===== src/hdl/mpbm_ram.sv =====
`default_nettype none

module mpbm_ram #(
    parameter int WIDTH = 8,
    parameter int DEPTH = 16
) (
    input  wire logic                     clk,
    input  wire logic                     we,
    input  wire logic [$clog2(DEPTH)-1:0] waddr,
    input  wire logic [WIDTH-1:0]         wdata,
    input  wire logic                     re,
    input  wire logic [$clog2(DEPTH)-1:0] raddr,
    output logic      [WIDTH-1:0]         rdata
);

    logic [WIDTH-1:0] mem [DEPTH];

    // One write port, one registered read port.
    always_ff @(posedge clk)
    begin
        if (we)
        begin
            mem[waddr] <= wdata;
        end
        if (re)
        begin
            rdata <= mem[raddr];
        end
    end

endmodule

`default_nettype wire


===== config.mk =====
export PLATFORM = sky130hd
export DESIGN_NAME = mpbm_ram
export DESIGN_NICKNAME = d
export VERILOG_FILES = /design/src/hdl/mpbm_ram.sv
export SDC_FILE = /design/constraint.sdc
export NUM_CORES = 1
export LEC_CHECK = 0
export BUFFER_PORTS_ARGS = -buffer_cell sky130_fd_sc_hd__buf_2
export CAP_MARGIN = 20
export CELL_PAD_IN_SITES_DETAIL_PLACEMENT = 1
export CELL_PAD_IN_SITES_GLOBAL_PLACEMENT = 2
export CORE_ASPECT_RATIO = 1.5
export CORE_UTILIZATION = 40
export CTS_BUF_LIST = sky130_fd_sc_hd__clkbuf_16
export CTS_CLUSTER_DIAMETER = 30
export DETAILED_ROUTE_END_ITERATION = 12
export PLACE_DENSITY = 0.65
export SYNTH_ARGS = -nofsm -noshare
export SYNTH_HDL_FRONTEND = slang
export SYNTH_SLANG_ARGS = --single-unit
export TNS_END_PERCENT = 1

===== constraint.sdc =====
create_clock -name clk -period 5.23 [get_ports clk]
set_input_delay 0.523 -clock clk [delete_from_list [all_inputs] [get_ports clk]]
set_output_delay 0.523 -clock clk [all_outputs]
set_load 0.03 [all_outputs]

After elaboration in Yosys (flattened, before gate mapping)
Memory sizes are Yosys's and may differ from the RTL's. A register that Yosys moved wholly into a read port is not among the register bits.
Cells that the tools add are included.
- memory bits (writable): 128
- bits in registers: 0
- memories kept: 1
- output and inout bits: 8
- mux-type cells: 2
- memory list (memory ; words ; bits a word ; rd ports ; clocked after Yosys merged registers in ; write ports ; line ; RTL):
    mem ; 16 ; 8 ; 1 ; 1 ; 1 ; 16 ; logic [WIDTH-1:0] mem [DEPTH];
- operators with widths (kind ; number):
    two-way mux 1 bit ; 2

Logic depth before layout (Yosys ltp)
- depth after elaboration: 2
- depth in mapped cells: 5
- mapped depth without buffers: 3

Worst setup path after synthesis
No wires, ideal clock.
- path type: input -> register
- start point: input port waddr[2]
- end point: memory mem[0][0], enable pin
- cell stages on the path: 2
- path buffers: 0
- arrival time: 1.633 ns
- library setup time: 0.383 ns
- path slack: 3.214 ns
- data required time: 4.847 ns
- cells stage by stage: or3b_2 > nor3_1
- RTL lines (element ; line ; RTL):
    start, declared ; 9 ; input wire logic [$clog2(DEPTH)-1:0] waddr,
    end, declared ; 16 ;
No word-level cell before the write port.

==> impl_metrics.toml <==
[sta]
period_minus_slack_ns = 2.03
finalSetupViolCount = 0
grt_setup_unrepaired = "false"
tightest_slew_ns = 0.997
finalHoldViolCount = 0
post-route-period-util_pct = 38.8
timing.fmax_ghz = 0.493
clock-skew-final_ns = 0.00483
slew_headroom_pct = 33.3
tns_ns = 0
slew_viol_final = 0

[synthesis]
ys_ff_latch = 136
yosysUniqueCellTypes = 18
synth_top_family_by_area = "multiplexers"
syn_area_mm2 = 0.00523
synth_fa_ha_area_share_pct = 0
synth_compound_area_share_pct = 2.30
yosysWarnings = 0
ys_seq_area_share_pct = 78.1
synthMuxAreaShare_pct = 14.8
synth_simple_gate_area_share_pct = 3.14
synth_xor_area_share_pct = 0
synth_fp_nets = 248
synthesis.instances = 229
avgSynthCellArea_um2 = 22.8

[critical_path]
cp-end-kind = "register"
r2r_cells = 3
required_ns = 5.39
critPathArrivalTime_ns = 2.18
crit_path_start_kind = "input pin"
crit_fanout = 17
critical_path_class = "in -> reg"
reg2reg_to = "rdata[3]"
reg2reg_from = "mem[2][3]"
rrSetupSlack_ns = 3.71

[placement]
io_buffers = 26
placed_area_mm2 = 0.00551
globalplace.congestion = 0.687
place_hpwl_um = 6810

[global_route]
antenna_found_initial = 0
grt_pass1_wl_um = 16000
grt_usage_pct = 17.9
grt_pass1_vias = 2602
overflow = 0
grt_start_max_net_pins = 33

[floorplanning]
start_util_pct = 41.4
ios = 27
die_h_um = 142
die_w_um = 95.3
core_mm2 = 0.0126
dieArea_mm2 = 0.0135
rows = 50

[route]
wl_um = 10700
wl_per_cell_um = 24.4
vias = 2378
drtAntennaViolNets = 0
drtPass1Iterations = 4
viasPerCell = 5.44
dr.first_iter.drc_count = 144
drc_errors = 0

[hold_path]
hold_depth = 1
min-delay-start = "re"
hold-path-endpoint = "rdata[3]"
hp-class = "in -> reg"

[clocking]
clock_path_buffers = 2
clk_latency_ns = 0.41
cts_root_buf = "clkbuf_16"
cts_tree = "yes"
clock_sinks = 136
cts.reportedPaths.clkPinSlew_ns = 0.06
cts_hold_buf = 0
cts_buffers = 17
post_cts_buffers = 0
htreeDepth = 4
cts.repair.resized = 0

[power_and_ir_drop]
peakVddDrop_uv = 224
p_leak_nw = 2.00
power_density_mw_per_mm2 = 408
finalPower_w = 0.00248

[final_layout]
syn_to_final_growth_pct = 16.3
post-route-util_pct = 48.1
drive_gt1_share_pct = 27.8
diodes = 0
final_area_mm2 = 0.00608
final_common_cell = "edfxtp_1"
layout_common_cells = "136 x edfxtp_1, 26 x buf_2, 18 x mux4_2, 17 x clkbuf_16, 16 x a22oi_1"
fin_nets = 287

[status]
outcome = "completed"

[job]
drv_cap = 0
-- power by group --
| group | internal (W) | switching (W) | total (W) |
|---|---|---|---|
| sequential | 0.00123 | 0.00000580 | 0.00123 |
| combinational | 0.0000443 | 0.0000732 | 0.000118 |
| clock | 0.000691 | 0.000435 | 0.00113 |
| total | 0.00196 | 0.000514 | 0.00248 |
-- metrics by stage --
stage                     cells  hold slack [ns]  worst slack (ns)
after global routing        437            0.462              3.09
final                       437            0.476              3.20
after CTS                   437            0.464              3.14
after detailed placement    405            0.736              2.69
after global placement      404            0.733              2.46
after floorplan             229            0.622              3.21
-- registers in the layout, summed over array words and instances, names as in the netlist --
name   count
mem      128
rdata      8
-- cell type report --
type / instances / area [µm²]
Clock buffer: 17 / 425
Clock inverter: 15 / 138
Fill cell: 1181 / 6560
Multi-Input combinational cell: 83 / 1060
Sequential cell: 136 / 4080
Tap cell: 156 / 195
Timing Repair Buffer: 30 / 173
-- cells by family (layout without fill, tap and decap cells) --
group           count (synthesis)  after routing
compound gates                 16             16
simple gates                   35             35
mux                            32             32
buf+inv                        10             62
flops                         136            136
-- Yosys cell counts --
library cell | n | share of area (%)
a22oi_1 | 16 | 2.3
nand3_1 | 1 | 0.096
nand3b_1 | 2 | 0.29
mux4_1 | 14 | 7.0
nand2b_1 | 2 | 0.24
mux4_2 | 18 | 7.8
nand2_1 | 9 | 0.65
edfxtp_1 | 136 | 78
nor3_1 | 4 | 0.38
buf_6 | 3 | 0.65
or3b_2 | 1 | 0.17
and2b_1 | 1 | 0.14
nor2_1 | 13 | 0.93
and2_1 | 1 | 0.12
clkdlybuf4s25_2 | 3 | 0.57
buf_2 | 3 | 0.29
buf_4 | 1 | 0.14
nor2b_1 | 1 | 0.12
-- worst max-delay path by stage --
stage	start	end	slack, ns	cells after the start
4_1_cts	raddr[0]	rdata[2]	3.14	5
3_5_place_dp	raddr[0]	rdata[2]	2.69	5
6_report	raddr[0]	rdata[2]	3.20	5
3_3_place_gp	raddr[0]	rdata[3]	2.46	4
5_1_grt	raddr[0]	rdata[2]	3.09	5
2_1_floorplan	waddr[2]	mem[0][0]	3.21	2
-- worst max-delay path: stages --
cell	delay (ns)
buf_2	0.47
buf_12	0.26
mux4_1	0.58
a22oi_1	0.24
nand2_1	0.10
-- per-layer routing --
metal  vias up  GRT usage, %  share of wire, %
met5         -             0                 0
met4         0          6.46               1.4
met3        13          5.66               3.3
met2        49          30.1                55
met1      1256          21.5                41
li1       1060             -                 -
(Power assumes the default switching activity.)
