[config.mk]
export PLATFORM = sky130hd
export DESIGN_NAME = mpbm_seq
export DESIGN_NICKNAME = d
export VERILOG_FILES = /design/src/hdl/mpbm_pkg.sv /design/src/hdl/mpbm_seq.sv
export SDC_FILE = /design/constraint.sdc
export NUM_CORES = 1
export LEC_CHECK = 0
export BUFFER_PORTS_ARGS = -buffer_cell sky130_fd_sc_hd__buf_2
export CAP_MARGIN = 40
export CORE_UTILIZATION = 52
export DETAILED_ROUTE_END_ITERATION = 8
export PLACE_DENSITY = 0.88
export SETUP_SLACK_MARGIN = 0.2
export SLEW_MARGIN = 20
export SYNTH_ARGS = -nofsm -noshare
export SYNTH_HDL_FRONTEND = slang
export SYNTH_SLANG_ARGS = --single-unit
[constraint.sdc]
create_clock -name clk -period 4.6 [get_ports clk]
set_input_delay 0.46 -clock clk [delete_from_list [all_inputs] [get_ports clk]]
set_output_delay 0.46 -clock clk [all_outputs]
set_load 0.01 [all_outputs]
[src/hdl/mpbm_pkg.sv]
`default_nettype none

package mpbm_pkg;

    // Command codes carried in the input tuser.
    localparam logic [1:0] CMD_WRITE = 2'd0;
    localparam logic [1:0] CMD_SCAN  = 2'd1;
    localparam logic [1:0] CMD_NEW   = 2'd2;

    localparam int NODE_W = 12;
    localparam int BYTE_W = 8;
    localparam int ID_W   = 16;
    localparam int OFF_W  = 16;

    localparam int SIB_CNT_W = 8;
    localparam logic [SIB_CNT_W-1:0] SIB_CNT_LAST = '1;
    localparam logic [OFF_W-1:0] OFF_MAX = '1;

    // Link word of one trie node, first child in the lowest bits.
    typedef struct packed {
        logic [NODE_W-1:0] rep;
        logic [NODE_W-1:0] fail;
        logic [NODE_W-1:0] sib;
        logic [NODE_W-1:0] child;
    } link_t;

    // Tag word of one trie node, edge byte in the lowest bits.
    typedef struct packed {
        logic [ID_W-1:0]   id;
        logic              is_end;
        logic [BYTE_W-1:0] ch;
    } tag_t;

    typedef struct packed {
        logic [1:0]        command;
        logic [NODE_W-1:0] node_index;
        tag_t              tag;
        link_t             link;
        logic [BYTE_W-1:0] text_byte;
    } in_item_t;

    // Node store access from the sequencer.
    typedef struct packed {
        logic              we;
        logic [NODE_W-1:0] waddr;
        logic              re;
        logic [NODE_W-1:0] raddr;
    } mem_req_t;

    typedef struct packed {
        logic             found;
        logic [ID_W-1:0]  id;
        logic [OFF_W-1:0] off;
        logic             last;
    } result_t;

    typedef enum logic [2:0] {
        ST_IDLE,
        ST_ACK,
        ST_FETCH,
        ST_SIB,
        ST_REP,
        ST_NOMATCH,
        ST_FLUSH
    } state_t;

endpackage

`default_nettype wire

[src/hdl/mpbm_seq.sv]
`default_nettype none

module mpbm_seq
    import mpbm_pkg::*;
#(
    parameter int MAX_PATTERN_LEN = 34
) (
    input  wire logic     clk,
    input  wire logic     rst_n,
    input  wire logic     in_valid,
    output logic          in_ready,
    input  wire in_item_t in_item,
    output mem_req_t      mem_req,
    input  wire link_t    link_rd,
    input  wire tag_t     tag_rd,
    output logic          out_valid,
    input  wire logic     out_ready,
    output result_t       out_res
);

    localparam int SW = $clog2(MAX_PATTERN_LEN + 2);
    localparam logic [SW-1:0] MAXV = SW'(MAX_PATTERN_LEN);

    state_t state_reg, state_next;

    logic [NODE_W-1:0]    cur_reg, cur_next;
    logic [OFF_W-1:0]     boff_reg, boff_next;
    logic [BYTE_W-1:0]    b_reg, b_next;
    logic [OFF_W-1:0]     off_reg, off_next;
    logic [NODE_W-1:0]    node_reg, node_next;
    logic [NODE_W-1:0]    fail_reg, fail_next;
    logic [NODE_W-1:0]    p_reg, p_next;
    logic [SIB_CNT_W-1:0] sib_cnt_reg, sib_cnt_next;
    logic [SW-1:0]        steps_reg, steps_next;
    logic [SW-1:0]        rep_cnt_reg, rep_cnt_next;
    logic [SW-1:0]        n_reg, n_next;
    logic                 pend_reg, pend_next;
    logic [ID_W-1:0]      pend_id_reg, pend_id_next;
    logic                 out_valid_reg;
    result_t              out_res_reg;

    logic                 out_free;
    logic                 push;
    result_t              push_res;
    logic                 accept;
    logic                 sib_hit;
    logic                 sib_stop;
    logic [NODE_W-1:0]    fail_src;
    logic [NODE_W-1:0]    miss_node;
    logic [SW-1:0]        n_first;
    logic                 rep_go_first;
    logic [SW-1:0]        n_rep;
    logic                 rep_go;
    logic                 rep_stall;

    assign in_ready  = (state_reg == ST_IDLE);
    assign accept    = in_valid && in_ready;
    assign out_free  = !out_valid_reg || out_ready;
    assign out_valid = out_valid_reg;
    assign out_res   = out_res_reg;

    // Shared decisions of the walk over the node store.
    always_comb
    begin
        sib_hit      = (tag_rd.ch == b_reg);
        sib_stop     = (link_rd.sib == '0) || (sib_cnt_reg == SIB_CNT_LAST);
        fail_src     = (state_reg == ST_FETCH) ? link_rd.fail : fail_reg;
        miss_node    = (steps_reg >= MAXV) ? '0 : fail_src;
        n_first      = tag_rd.is_end ? SW'(1) : '0;
        rep_go_first = (link_rd.rep != '0) && (n_first < MAXV);
        n_rep        = n_reg + (tag_rd.is_end ? SW'(1) : '0);
        rep_go       = (link_rd.rep != '0) && ((rep_cnt_reg + SW'(1)) < MAXV)
                       && (n_rep < MAXV);
        rep_stall    = tag_rd.is_end && pend_reg && !out_free;
    end

    // Next state.
    always_comb
    begin
        state_next = state_reg;
        case (state_reg)
            ST_IDLE:
            begin
                if (in_valid)
                begin
                    state_next = (in_item.command == CMD_SCAN) ? ST_FETCH : ST_ACK;
                end
            end
            ST_ACK, ST_NOMATCH, ST_FLUSH:
            begin
                if (out_free)
                begin
                    state_next = ST_IDLE;
                end
            end
            ST_FETCH:
            begin
                if (link_rd.child != '0)
                begin
                    state_next = ST_SIB;
                end
                else if (node_reg == '0)
                begin
                    state_next = ST_NOMATCH;
                end
            end
            ST_SIB:
            begin
                if (sib_hit)
                begin
                    if (rep_go_first)
                    begin
                        state_next = ST_REP;
                    end
                    else
                    begin
                        state_next = tag_rd.is_end ? ST_FLUSH : ST_NOMATCH;
                    end
                end
                else if (sib_stop)
                begin
                    state_next = (node_reg == '0) ? ST_NOMATCH : ST_FETCH;
                end
            end
            ST_REP:
            begin
                if (!rep_stall && !rep_go)
                begin
                    state_next = (pend_reg || tag_rd.is_end) ? ST_FLUSH : ST_NOMATCH;
                end
            end
            default:
            begin
                state_next = ST_IDLE;
            end
        endcase
    end

    // Datapath, node store requests and result pushes.
    always_comb
    begin
        cur_next     = cur_reg;
        boff_next    = boff_reg;
        b_next       = b_reg;
        off_next     = off_reg;
        node_next    = node_reg;
        fail_next    = fail_reg;
        p_next       = p_reg;
        sib_cnt_next = sib_cnt_reg;
        steps_next   = steps_reg;
        rep_cnt_next = rep_cnt_reg;
        n_next       = n_reg;
        pend_next    = pend_reg;
        pend_id_next = pend_id_reg;
        mem_req      = '0;
        push         = 1'b0;
        push_res     = '0;
        case (state_reg)
            ST_IDLE:
            begin
                if (accept)
                begin
                    case (in_item.command)
                        CMD_WRITE:
                        begin
                            mem_req.we    = 1'b1;
                            mem_req.waddr = in_item.node_index;
                        end
                        CMD_SCAN:
                        begin
                            b_next       = in_item.text_byte;
                            off_next     = boff_reg;
                            boff_next    = (boff_reg == OFF_MAX) ? boff_reg
                                                                 : boff_reg + OFF_W'(1);
                            node_next    = cur_reg;
                            steps_next   = '0;
                            mem_req.re    = 1'b1;
                            mem_req.raddr = cur_reg;
                        end
                        CMD_NEW:
                        begin
                            cur_next  = '0;
                            boff_next = '0;
                        end
                        default:
                        begin
                            cur_next = cur_reg;
                        end
                    endcase
                end
            end
            ST_ACK:
            begin
                push          = out_free;
                push_res.last = 1'b1;
            end
            ST_FETCH:
            begin
                fail_next = link_rd.fail;
                if (link_rd.child != '0)
                begin
                    p_next        = link_rd.child;
                    sib_cnt_next  = '0;
                    mem_req.re    = 1'b1;
                    mem_req.raddr = link_rd.child;
                end
                else if (node_reg != '0)
                begin
                    node_next     = miss_node;
                    steps_next    = steps_reg + SW'(1);
                    mem_req.re    = 1'b1;
                    mem_req.raddr = miss_node;
                end
                else
                begin
                    cur_next = '0;
                end
            end
            ST_SIB:
            begin
                if (sib_hit)
                begin
                    cur_next     = p_reg;
                    pend_next    = tag_rd.is_end;
                    pend_id_next = tag_rd.id;
                    n_next       = n_first;
                    rep_cnt_next = '0;
                    if (rep_go_first)
                    begin
                        mem_req.re    = 1'b1;
                        mem_req.raddr = link_rd.rep;
                    end
                end
                else if (!sib_stop)
                begin
                    p_next        = link_rd.sib;
                    sib_cnt_next  = sib_cnt_reg + SIB_CNT_W'(1);
                    mem_req.re    = 1'b1;
                    mem_req.raddr = link_rd.sib;
                end
                else if (node_reg != '0)
                begin
                    node_next     = miss_node;
                    steps_next    = steps_reg + SW'(1);
                    mem_req.re    = 1'b1;
                    mem_req.raddr = miss_node;
                end
                else
                begin
                    cur_next = '0;
                end
            end
            ST_REP:
            begin
                if (!rep_stall)
                begin
                    if (tag_rd.is_end)
                    begin
                        // The held match is not the last one: send it now.
                        push           = pend_reg;
                        push_res.found = 1'b1;
                        push_res.id    = pend_id_reg;
                        push_res.off   = off_reg;
                        pend_next      = 1'b1;
                        pend_id_next   = tag_rd.id;
                        n_next         = n_rep;
                    end
                    rep_cnt_next = rep_cnt_reg + SW'(1);
                    if (rep_go)
                    begin
                        mem_req.re    = 1'b1;
                        mem_req.raddr = link_rd.rep;
                    end
                end
            end
            ST_NOMATCH:
            begin
                push          = out_free;
                push_res.off  = off_reg;
                push_res.last = 1'b1;
            end
            ST_FLUSH:
            begin
                push           = out_free;
                push_res.found = 1'b1;
                push_res.id    = pend_id_reg;
                push_res.off   = off_reg;
                push_res.last  = 1'b1;
            end
            default:
            begin
                push = 1'b0;
            end
        endcase
    end

    // Control registers.
    always_ff @(posedge clk or negedge rst_n)
    begin
        if (!rst_n)
        begin
            state_reg     <= ST_IDLE;
            cur_reg       <= '0;
            boff_reg      <= '0;
            out_valid_reg <= 1'b0;
        end
        else
        begin
            state_reg <= state_next;
            cur_reg   <= cur_next;
            boff_reg  <= boff_next;
            if (push)
            begin
                out_valid_reg <= 1'b1;
            end
            else if (out_ready)
            begin
                out_valid_reg <= 1'b0;
            end
        end
    end

    // Working registers of the walk.
    always_ff @(posedge clk)
    begin
        b_reg       <= b_next;
        off_reg     <= off_next;
        node_reg    <= node_next;
        fail_reg    <= fail_next;
        p_reg       <= p_next;
        sib_cnt_reg <= sib_cnt_next;
        steps_reg   <= steps_next;
        rep_cnt_reg <= rep_cnt_next;
        n_reg       <= n_next;
        pend_reg    <= pend_next;
        pend_id_reg <= pend_id_next;
        if (push)
        begin
            out_res_reg <= push_res;
        end
    end

    // A result is never loaded over one that is still waiting.
    a_no_overwrite: assert property (@(posedge clk) disable iff (!rst_n)
        push |-> out_free)
        else $error("result loaded while output still full");

    // A no-match or acknowledgement always closes its item.
    a_nomatch_last: assert property (@(posedge clk) disable iff (!rst_n)
        (out_valid_reg && !out_res_reg.found) |-> out_res_reg.last)
        else $error("non-match result without last");

    // Non-scan commands are answered by a single acknowledgement.
    a_cmd_ack: assert property (@(posedge clk) disable iff (!rst_n)
        (accept && in_item.command != CMD_SCAN) |=> state_reg == ST_ACK)
        else $error("non-scan command did not go to acknowledgement");

    // Report count stays within the per-byte limit.
    a_n_bound: assert property (@(posedge clk) disable iff (!rst_n)
        (state_reg == ST_REP) |-> (n_reg <= MAXV))
        else $error("too many results for one byte");

endmodule

`default_nettype wire

* Word-level counts from Yosys, hierarchy flattened
Cells that the tools add are included.
Storage, ports and cells: register bits after elaboration 169, bits in latches 0, RAM bits 0, ROM bits 0, bits of input ports 172, word-level logic and storage cells 176, memories kept 0
Operators by class: $add $sub $neg 5, multiply operators 0, divide/modulo/power cells 0, magnitude comparators 4, equal/unequal tests 28, shifts and indexed selects 0, mux-type cells 84, bitwise gates (word level) 0, reductions and logical operators 36
Operators with widths (count):
- $mux W12 | 17
- $mux W13 | 10
- $pmux W16 S2 | 3
- $pmux W12 S3 | 2
- $mux W33 | 2
- $mux W6 | 11
- $mux W16 | 4
- $pmux W13 S4 | 1
- $reduce_bool A12 Y1 | 3
- $pmux W17 S2 | 1
- $mux W26 | 1
- $logic_not A12 Y1 | 2
- $mux W3 | 8
- $mux W8 | 3
- $pmux W12 S2 | 1
- $pmux W6 S2 | 2
- $ne A2 B2 Y1 const B | 10
- $lt A6 B6 Y1 const B | 3
- $pmux W6 S3 | 1
- $add A16 B1 Y16 const B | 1
- $eq A16 B16 Y1 const B | 1
- $pmux W8 S2 | 1
- $pmux W3 S5 | 1
- $add A6 B1 Y6 const B | 2
- other kinds (29) | 66

* Logic depth before layout (Yosys ltp)
Gate-level depths: netlist of run 1.
depth in word-level cells 8, mapped depth 8

* Least setup slack after synthesis of run 1
Ideal clock, no wire load.
path kind register -> register, start point register state_reg[0], end point register n_reg[0], enable pin, arrival time 2.814 ns, setup slack 1.351 ns, stages on the path, launching flop included 6, period minus slack after synthesis 3.249 ns, cells stage by stage dfrtp_1 -> buf_4 -> nor2_1 -> nand2_1 -> clkbuf_1 -> o21ai_0
Between the ends: word-level cells in the longest chain between the ends 3
RTL lines:
- start: declaration | line mpbm_seq.sv:24 | state_t state_reg, state_next;
- start signal: assignment | line mpbm_seq.sv:309 | state_reg <= state_next;
- $eq A3 B3 Y1 / $eq A3 B2 Y1 (equally long branches) | line mpbm_seq.sv:158 | case (state_reg)
- $ne A2 B2 Y1 (no source line) / $reduce_bool A2 Y1 (equally long branches)
- $reduce_and A4 Y1 (no source line) *
- end signal: assignment | line mpbm_seq.sv:334 | n_reg <= n_next;
- end: declaration | line mpbm_seq.sv:36 | logic [SW-1:0] n_reg, n_next;
Every way passes the cells marked *; elsewhere a longest branch is shown, timed or not. A chain may end at the register's enable or synchronous reset.

==> flow_summary.yaml, run 1 <==
synthesis:
  async_flop_share_pct: 18.9
  syn_area_um2: 7930
  syn_nets: 877
  synth-seq-cells: 169
  syn_avg_cell_area_um2: 11.4
  synth_cell_type_count: 53
  ys_seq_area_share_pct: 60.5
  synthCells: 698
  synthFlopType: "edfxtp_1"
  synth_edf_count: 125
  ys_warn_count: 0
worst_setup_path:
  cp_slowest_cell: "dfrtp_1"
  cp_cell_sequence: "nor2_1, nand2_1, a31oi_1, nand3_1, o21ai_1, a211o_1, buf_2"
  worst-path-max-fanout: 17
  worst_ep_required_time_ps: 4140
  criticalPathCategory: "reg2out"
  startpoint: "state_reg[1]"
  arrival_ps: 3170
  cp_top_family: "simple AND/OR/NAND/NOR gates"
  critical-path-max-stage-delay_ps: 580
  endpoint_kind: "output pin"
  regToRegStartpoint: "sib_cnt_reg[0]"
  cp-start-kind: "flop"
  path_buf_inv: 1
floorplanning:
  die_x_um: 125
  die_h_um: 125
  core_area_um2: 14700
  start_util_pct: 53.9
  die_area_um2: 15700
  num_rows: 44
  pin_count: 234
power:
  p_leak_uw: 0.00408
  vdd_ir_drop_max_mv: 0.350
  power_density_nw_per_um2: 582
  power_uw: 5580
global_routing:
  antenna_found_initial: 1
  grt_overflow: 0
  grt_max_degree: 36
  grt_pass1_wl_mm: 30.1
  grt.total_usage_pct: 24.9
  first_global_vias: 5983
clocking:
  cts.path.max_buffers: 2
  cts.sinks: 169
  ctsResizeCount: 0
  cts_tree: "done"
  cts_buffers: 17
  clkTransAtPathRegs_ps: 70
  htreeDepth: 4
  cts_hold_buffers: 0
  clk_latency_ps: 430
  postCtsSetupRepairBufs: 0
  cts_root_buf: "clkbuf_16"
detailed_routing:
  num_vias: 6265
  drt_iter0_drc: 645
  wire_per_inst_um: 18.0
  viasPerCell: 5.90
  wirelength_mm: 19.1
  drc_errors: 22
  dr.pass1.iters: 7
  ant_nets: 0
timing:
  slew_violations: 0
  fin_crit_sh_pct: 78.9
  worstMarginPinSlew_ps: 773
  fin_worst_skew_ps: 9.41
  min_period_ps: 3630
  fmax_mhz: 275
  finalWorstSetupSlack_ps: 969
  setup_tns_ps: 0
  finalHoldViolCount: 0
  finalSetupViolations: 0
  relSlewSlack_pct: 48.4
  rsz0062_at_grt: "no"
min_path:
  worstHoldPathType: "in2reg"
  min_from: "tag_rd[23]"
finish:
  final_area_um2: 9590
  mostFrequentLayoutCell: "buf_2"
  final_cell_mix: "160 x buf_2, 125 x edfxtp_1, 87 x nand2_1"
  syn2layout_area_growth_pct: 21.0
  drive_gt1_share_pct: 27.0
  nets: 1041
  largest_reg_flops: 34
placement:
  placed_cell_area_um2: 8920
  dp_hpwl_mm: 13.3
  place_ws_ps: 1360
  numPortBuffers: 160
  gp_congestion: 0.890
run_status:
  violations: "DRC"
  run_status: "finished with violations"
run:
  cap_violations: 0
[final timing paths]
path / end / slack (ps) / cells past startpoint
worst max register to register: node_reg[1] / 1620 / 8
worst max-delay path: mem_req[11] / 970 / 7
worst min-delay path: pend_id_reg[14] / 200 / 1
worst min register to register: fail_reg[10] / 460 / 2
max in group asynchronous: cur_reg[1] / 3770 / 3
min in group asynchronous: boff_reg[7] / 420 / 2
[where the power goes]
group	switching [uW]	total [uW]	internal, uW
logic	1070	1710	637
clock network	678	1410	732
registers	224	2460	2240
[metrics by stage]
| step | hold slack, ps | std cells | utilization, % |
|---|---|---|---|
| CTS | 131 | 1053 | 64.7 |
| global placement | 437 | 1016 | 60.2 |
| finish | 197 | 1061 | 65.3 |
| floorplan | 164 | 698 | - |
| detailed placement | 449 | 1021 | 60.7 |
| global route | 180 | 1059 | 65.2 |
[cell families (layout without fill, tap and decap cells)]
family	Yosys count	count (layout)	share of synthesized area, %
other	0	2	0
buffers and inverters	53	230	2.90
DFF	169	169	60.5
muxes	27	27	3.63
and+or+nand+nor	293	293	18.2
adders and majority gates	7	7	1.10
xor gates and xnor gates	37	37	4.09
AOI/OAI and AO/OA	112	112	9.53
[final cells by class]
| type | instances | area (um^2) |
|---|---|---|
| fill | 1042 | 5100 |
| sequential | 169 | 4790 |
| multi-input combinational | 476 | 2910 |
| timing repair buffer | 176 | 986 |
| clock buffer | 17 | 425 |
| tap | 184 | 230 |
| clock inverter | 15 | 164 |
| inverter | 22 | 82.6 |
| antenna | 2 | 5.00 |
[Yosys cell counts, types with 2 or more instances]
| master | count | share of area (%) |
|---|---|---|
| edfxtp_1 | 125 | 47 |
| nand2_1 | 87 | 4.1 |
| nor2_1 | 58 | 2.7 |
| and2_1 | 49 | 3.9 |
| nand3_1 | 36 | 2.3 |
| a21oi_1 | 35 | 2.2 |
| dfrtp_1 | 32 | 10 |
| inv_1 | 22 | 1.0 |
| o21ai_0 | 21 | 1.3 |
| xnor2_1 | 21 | 2.3 |
| clkbuf_1 | 18 | 0.85 |
| xor2_1 | 16 | 1.8 |
| nor4_1 | 14 | 1.1 |
| mux2_2 | 13 | 1.8 |
| mux2i_1 | 13 | 1.6 |
| a22o_1 | 12 | 1.3 |
| dfxtp_1 | 12 | 3.0 |
| a211o_1 | 11 | 1.2 |
| and3_1 | 11 | 0.87 |
| buf_2 | 7 | 0.44 |
| ha_1 | 7 | 1.1 |
| nand4_1 | 7 | 0.55 |
| nor2b_1 | 7 | 0.55 |
| a31oi_1 | 6 | 0.47 |
| buf_4 | 6 | 0.57 |
| nor3_1 | 6 | 0.38 |
| o21a_1 | 5 | 0.47 |
| or3_1 | 4 | 0.32 |
| o211ai_1 | 3 | 0.28 |
| or2_2 | 3 | 0.24 |
| a2111oi_0 | 2 | 0.22 |
| a211oi_1 | 2 | 0.19 |
| and4_1 | 2 | 0.22 |
| nand2b_1 | 2 | 0.16 |
| nor2_2 | 2 | 0.16 |
| o21ba_2 | 2 | 0.25 |
| o22ai_1 | 2 | 0.16 |
| o32a_1 | 2 | 0.25 |
[metal layers]
metal,track usage [%],part of all wire [%]
met5,0,0.068
met4,11.6,3.2
met3,5.82,11
met2,40.9,48
met1,31.3,38
(Power assumes the default switching activity.)
==> run 2, diff against run 1 <==
Clock period 4.6 ns to 3.38 ns, I/O delays scaled along.
==> flow_summary.yaml, run 2 (synthesis gave the netlist of run 1 again) <==
global_routing:
  grt.total_usage_pct: 22.9
  grt_pass1_wl_mm: 27.8
  grt_overflow: 0
  first_global_vias: 5672
  grt_max_degree: 36
  antenna_found_initial: 1
clocking:
  cts.sinks: 169
  clk_latency_ps: 430
  cts_buffers: 17
  htreeDepth: 4
  cts_root_buf: "clkbuf_16"
  cts_tree: "done"
  cts.path.max_buffers: 2
  clkTransAtPathRegs_ps: 70
finish:
  nets: 1047
  antenna_cells: 0
  fin_cells: 1065
  final_area_um2: 9600
  largest_reg_flops: 34
  final_cell_mix: "160 x buf_2, 125 x edfxtp_1, 87 x nand2_1"
  syn2layout_area_growth_pct: 21.1
  drive_gt1_share_pct: 27.9
  final_util_pct: 65.3
  mostFrequentLayoutCell: "buf_2"
placement:
  dpl.cell_count: 1029
  dp_hpwl_mm: 12.5
  numPortBuffers: 160
  placed_cell_area_um2: 8960
  gp_congestion: 0.939
run_status:
  run_status: "finished with violations"
  violations: "DRC"
floorplanning:
  die_area_um2: 15700
  die_x_um: 125
  num_rows: 44
  die_h_um: 125
  start_util_pct: 53.9
  pin_count: 234
  core_area_um2: 14700
min_path:
  min_from: "in_item[2]"
  worstHoldPathType: "in2reg"
  hold_path_depth: 1
detailed_routing:
  num_vias: 6062
  wirelength_mm: 17.9
  dr.pass1.iters: 7
  routed.top_layer: "met5"
  route.met3.wl_mm: 1.81
  drt_iter0_drc: 471
  wl_met1_mm: 6.99
  dr_wl_met2_mm: 8.53
  ant_nets: 0
  wire_per_inst_um: 16.8
  drc_errors: 10
  viasPerCell: 5.69
run:
  cap_violations: 0
power:
  power_frac_seq_pct: 44.9
  vdd_ir_drop_max_mv: 0.403
  pwr-share-comb_pct: 30.7
  p_int_uw: 4890
  swShare_pct: 34.5
  p_leak_uw: 0.00407
  power.switching_uw: 2580
  power_density_nw_per_um2: 778
  clockPowerShare_pct: 24.4
timing:
  finalHoldViolCount: 0
  min_period_ps: 3110
  fmax_mhz: 322
  finalSetupViolations: 0
  rsz0062_at_grt: "yes"
  worstMarginPinSlew_ps: 787
  fin_worst_skew_ps: 8.22
  relSlewSlack_pct: 47.5
  setup_tns_ps: 0
  slew_violations: 0
  fin_crit_sh_pct: 91.9
worst_setup_path:
  regToRegStartpoint: "sib_cnt_reg[0]"
  criticalPathCategory: "reg2out"
  worst-path-max-fanout: 8
  rr_worst_depth: 8
  startpoint: "n_reg[0]"
  arrival_ps: 2770
  cp-start-kind: "flop"
  worst_ep_required_time_ps: 3040
  endpoint_kind: "output pin"
## run 2: area by class of cell
type                            instances  area [um^2]
Fill cell                            1072         5100
Sequential cell                       169         4800
Multi-Input combinational cell        476         2940
Timing Repair Buffer                  182          992
Clock buffer                           18          429
Tap cell                              184          230
Clock inverter                         14          129
Inverter                               22         82.6
## run 2: path summary, 6_finish.rpt
check | endpoint | slack [ps]
max | mem_req[4] | 270
min | b_reg[2] | 80
max reg2reg | node_reg[0] | 810
min reg2reg | fail_reg[0] | 460
max in group asynchronous | state_reg[2] | 2650
min in group asynchronous | boff_reg[13] | 300
## run 2: critical path, cell delays in order (launching register included)
cell and delay, ps:
edfxtp_1 370, ha_1 220, ha_1 290, inv_1 60, a2111oi_1 390, o22ai_1 220
nand3_2 180, nand2_4 110, a211o_1 340, buf_2 150
## run 2: power by group through the flow
stage	clock, uW	sequential, uW	combinational, uW
after floorplan	0	3400	1370
after global placement	0	3370	2120
after detailed placement	0	3390	2220
after CTS	1850	3350	2240
after global routing	1940	3410	2470
final	1820	3350	2290
## run 2: metrics by stage
| stage | setup WS, ps | power (uW) | hold slack (ps) |
|---|---|---|---|
| 2_1_floorplan | 751 | 4780 | 42.4 |
| 3_3_place_gp | 476 | 5490 | 437 |
| 3_5_place_dp | 459 | 5610 | 444 |
| 4_1_cts | 195 | 7430 | 15.3 |
| 5_1_grt | 171 | 7820 | 57.3 |
| 6_report | 274 | 7460 | 78.3 |
## run 2: metal layers
| metal | GRT usage [%] | up-vias |
|---|---|---|
| li1 | - | 2848 |
| met1 | 29.0 | 2804 |
| met2 | 36.8 | 354 |
| met3 | 6.16 | 54 |
| met4 | 10.7 | 2 |
| met5 | 0 | - |
## run 2: timing repair
| action | 4_1_cts | 5_1_grt |
|---|---|---|
| buffers inserted | 0 | 1 |
| pin swaps | 1 | 2 |
| hold buffers | 0 | 1 |
| gates resized for setup | 1 | 9 |
| endpoints found under the setup margin | 4 | 12 |
| endpoints found under the hold margin | 0 | 32 |
